===== src/sv/rsa_pkg.sv =====
`timescale 1ns / 1ps
// ----------------------------------------------------------------------------
// rsa_pkg
// Shared types and constants of the reference-counted slot allocator.
// ----------------------------------------------------------------------------
package rsa_pkg;

    localparam int SLOTS_DEF       = 256;
    localparam int COUNT_WIDTH_DEF = 16;

    localparam int REQ_W    = 2;
    localparam int IDX_W    = 8;
    localparam int STATUS_W = 3;
    localparam int COUNT_W  = 16;
    localparam int USED_W   = 8;

    typedef enum logic [REQ_W-1:0] {
        REQ_CLAIM   = 2'd0,
        REQ_RELEASE = 2'd1,
        REQ_REF     = 2'd2,
        REQ_UNUSED  = 2'd3
    } req_t;

    typedef enum logic [STATUS_W-1:0] {
        ST_OK      = 3'd0,
        ST_FULL    = 3'd1,
        ST_INVALID = 3'd2,
        ST_DEAD    = 3'd3,
        ST_SAT     = 3'd4
    } status_t;

    typedef enum logic [2:0] {
        S_INIT = 3'b001,
        S_IDLE = 3'b010,
        S_EXEC = 3'b100
    } state_t;

    typedef struct packed {
        logic init_wr;
        logic rd;
        logic exec;
    } cmd_t;

    typedef struct packed {
        logic init_last;
        logic out_busy;
    } stat_t;

endpackage


===== src/sv/rsa_ctrl.sv =====
`timescale 1ns / 1ps
// ----------------------------------------------------------------------------
// rsa_ctrl
// Controller of the slot allocator: memory clearing after reset, item
// acceptance and the execute step.
// ----------------------------------------------------------------------------
module rsa_ctrl (
    input  logic          aclk,
    input  logic          aresetn,
    input  logic          s_valid,
    output logic          s_ready,
    input  rsa_pkg::stat_t stat,
    output rsa_pkg::cmd_t  cmd
);
    import rsa_pkg::*;

    state_t state_reg;
    state_t state_next;

    always_comb begin
        state_next   = state_reg;
        cmd          = '0;
        s_ready      = 1'b0;
        unique case (state_reg)
            S_INIT: begin
                cmd.init_wr = 1'b1;
                if (stat.init_last) begin
                    state_next = S_IDLE;
                end
            end
            S_IDLE: begin
                s_ready = 1'b1;
                if (s_valid) begin
                    cmd.rd     = 1'b1;
                    state_next = S_EXEC;
                end
            end
            S_EXEC: begin
                if (!stat.out_busy) begin
                    cmd.exec   = 1'b1;
                    state_next = S_IDLE;
                end
            end
            default: begin
                state_next = S_INIT;
            end
        endcase
    end

    always_ff @(posedge aclk) begin
        if (!aresetn) begin
            state_reg <= S_INIT;
        end else begin
            state_reg <= state_next;
        end
    end

endmodule


===== config.mk =====
export PLATFORM = sky130hd
export DESIGN_NAME = rsa_ctrl
export DESIGN_NICKNAME = d
export VERILOG_FILES = /design/src/sv/rsa_pkg.sv /design/src/sv/rsa_ctrl.sv
export SDC_FILE = /design/constraint.sdc
export NUM_CORES = 1
export LEC_CHECK = 0
export ABC_AREA = 1
export BUFFER_PORTS_ARGS = -buffer_cell sky130_fd_sc_hd__buf_2
export CAP_MARGIN = 25
export CORE_AREA = 2 2 39 41
export CTS_CLUSTER_SIZE = 40
export DETAILED_ROUTE_END_ITERATION = 8
export DIE_AREA = 0 0 41 43
export PLACE_DENSITY = 0.38
export SYNTH_ARGS = -nofsm -noshare
export SYNTH_HDL_FRONTEND = slang
export SYNTH_SLANG_ARGS = --single-unit

===== constraint.sdc =====
create_clock -name aclk -period 1.81 [get_ports aclk]
set_input_delay 0.0905 -clock aclk [delete_from_list [all_inputs] [get_ports aclk]]
set_output_delay 0.0905 -clock aclk [all_outputs]
set_load 0.01 [all_outputs]

==> metrics.md <==
| Metric | Value |
|---|---|
| Synth Register Bits | 3 |
| Count of final max-slew check failures | 0 |
| Post-Route WL | 402 um |
| Routed wl met2 | about 190 um |
| Top Ports | 9 |
| WP data arrival | 1.00 ns |
| Row cnt | 14 |
| CORE AREA | between 0.001 and 0.0015 mm2 |
| Final hold vios | 0 |
| Antenna-violating nets left | 0 |
| Setup_tns | 0 ns |
| Largest family of logic cells by synthesized area | simple AND/OR/NAND/NOR gates |
| Compound-gate portion of the synthesized area | 4.62% |
| Worst hold path type | primary input to register |
| Cells after Synth | 26 |
| Share of the synthesized area in the top cell type | 36.9% |
| Ys async rst share | 0% |
| Layout overhead on the synthesized area | 53.1% |
| Ant diodes | 0 |
| Post-synthesis simple-gate area fraction | between 40% and 50% |
| Vias | just under 200 |
| Initial drt markers | 3 |
| Delay-heaviest family, CP | flip-flops |
| Mapped Avg Cell Area | approximately 6.3 um2 |
| Setup CP Type | register to output pin |
| Layout fillers | 171 |
| Critical Path Start Type | register |
| Max cap viols | 0 |
| Max incr delay on CP | 0.33 ns |
| First-pass GRT wire length | roughly 630 um |
| Cell taking the most area after synthesis | dfxtp_1 |
| Hold Buf Count CTS | 0 |
| Max Freq | just over 900 MHz |
| Post-synth EDFFs | 0 |
| Post-CTS Setup Inserts | 0 |
| Number of global-route vias before repair | between 150 and 200 |
| Layout cell share with drive strength beyond 1 | 31.6% |
| DRT met1 WL | 177 um |
| Initial Utilization | 11.8% |
| Met3 routed WL | 35 um |
| Pre-CTS setup slack | 0.939 ns |
| Die ar. | 0.00176 mm2 |
| GPL Wtd Cong | 0.619 |
| Synth Flop Type | dfxtp_1 |
| Top Layer Used | met3 |
| RSZ-0062 raised after global routing | false |
| Cell at the slowest stage of the critical path | dfxtp_1 |
| Register area share after synthesis | 36.9% |
| DRC viols | 0 |
| Relative slew slack | between 80% and 90% |
| Clock sink count | 3 |
| Die height | 43 um |
| Synth top area cells | dfxtp_1 (37%), nand3_1 (18%), inv_1 (14%) |
| Clock Skew | 0.000262 ns |
| Placed cells | 50 |
| Count of cell types in the netlist | 8 |
| Longest Clk Path Bufs | 2 |
| Global-route usage over all layers | 6.02% |
| Outcome | completed |
| Clock transition at path regs | 0.03 ns |
| Vias/cell | around 3.7 |
| Fin crit share | 60.2% |
| CTS Root Cell | clkbuf_4 |
| Xor and xnor area share after synthesis | 0% |
| Pwr per Cell Area | 1070 mW/mm2 |
| Post-Layout Cell Count | 54 |
| CTS Buf Count | 3 |
| Max reg flops | 3 |
| Initial antenna violation count | 0 |
| Final Power | 266 uW |
| Worst skew pair latency | 0.23 ns |
| Critical Path RT | around 1.7 ns |
| Setup ws final | 0.721 ns |
| Fin crit period | 1.09 ns |
| Hpwl dp | ~350 um |
| Pleak | 0.148 nW |
| I/O Buffers | 8 |
| IR drop worst, VDD | 0.282 mV |
| Crit-path cells | nor2_1 -> nand2_1 -> inv_1 -> buf_2 |
| Largest net degree at the start of global routing | 5 |
| Final setup fails | 0 |
| Yosys synthesis warning count | 0 |
| Fin nets | 44 |
| Most frequent cells after synthesis | inv_1 (6), nand3_1 (6), nor2_1 (5), dfxtp_1 (3), nand2_1 (3) |
| Worst path bufs/invs | 2 |
| Synth Area in Adders | 0% |
| Post-CTS sizing | 0 |
| Area of the mapped netlist | roughly 160 um2 |
| CP Max Fanout | 4 |
| Critical Path End Type | output pin |
| Routed len/inst | 7.44 um |
| Post-synthesis mux area share | 0% |
| Global route overflow | 0 |
| First-pass detailed-route iteration total | 2 |
| TritonCTS clock tree | built |
| Htree depth | 1 |
| Worst slew pin tran | 0.155 ns |
| Syn Nets | 31 |
| Die Span X | about 40 um |
==> path summary, 6_finish.rpt <==
path,start,to,slack (ns),depth (start not counted)
worst max-delay path,state_reg[2],cmd[2],0.72,4
worst min-delay path,aresetn,state_reg[0],0.08,2
worst max register to register,state_reg[2],state_reg[1],0.93,5
worst min register to register,state_reg[2],state_reg[2],0.57,2
==> cell usage in the layout, fill, tap and decap left out <==
master    n
buf_2     8
nand4_1   1
dfxtp_1   3
nand2_1   3
clkbuf_1  1
nand3_1   6
a21boi_1  1
inv_1     6
nor2_1    5
nor2_2    1
clkbuf_4  3
==> metrics by stage <==
step,cell area [um2],util (%),hold slack (ns)
after floorplan,163,-,0.175
after global placement,223,16.1,0.309
after detailed placement,223,16.1,0.317
after CTS,249,18.0,0.0722
after global routing,249,18.0,0.0809
final,249,18.0,0.0782
==> cells by family (layout without fill, tap and decap cells) <==
| kind of cell | count (synthesis) | after routing |
|---|---|---|
| AND/OR/NAND/NOR | 16 | 16 |
| buffers and inverters | 6 | 18 |
| flip-flops | 3 | 3 |
| AO/OA/AOI/OAI | 1 | 1 |
==> report_power, final <==
part	leakage, nW	switching [mW]	internal (mW)
Sequential	0.0247	0.0113	0.0765
Combinational	0.108	0.0368	0.0270
Clock	0.0150	0.0321	0.0824
==> cell type report <==
cell class | instances | area, um2 | share of cell area, %
multi-input cells | 17 | 80.1 | 32.2
flip-flops and latches | 3 | 60.1 | 24.1
repair buffers | 8 | 40.0 | 16.1
clock buffers | 4 | 26.3 | 10.6
inverters | 6 | 22.5 | 9.05
well taps | 16 | 20.0 | 8.04
==> worst reg2reg max path, cell delays in order (launching register included) <==
cell and delay (ns):
dfxtp_1 0.38, nor2_1 0.09, nand2_1 0.10, nand2_1 0.06
nor2_1 0.10, nor2_1 0.04
==> routing by layer <==
layer  vias up  GRT usage, %
met5         -             0
met2         6          7.81
met4         0          4.00
met3         0          6.28
li1        107             -
met1        85          5.47
Note: power is estimated with default switching activity, not from simulation.
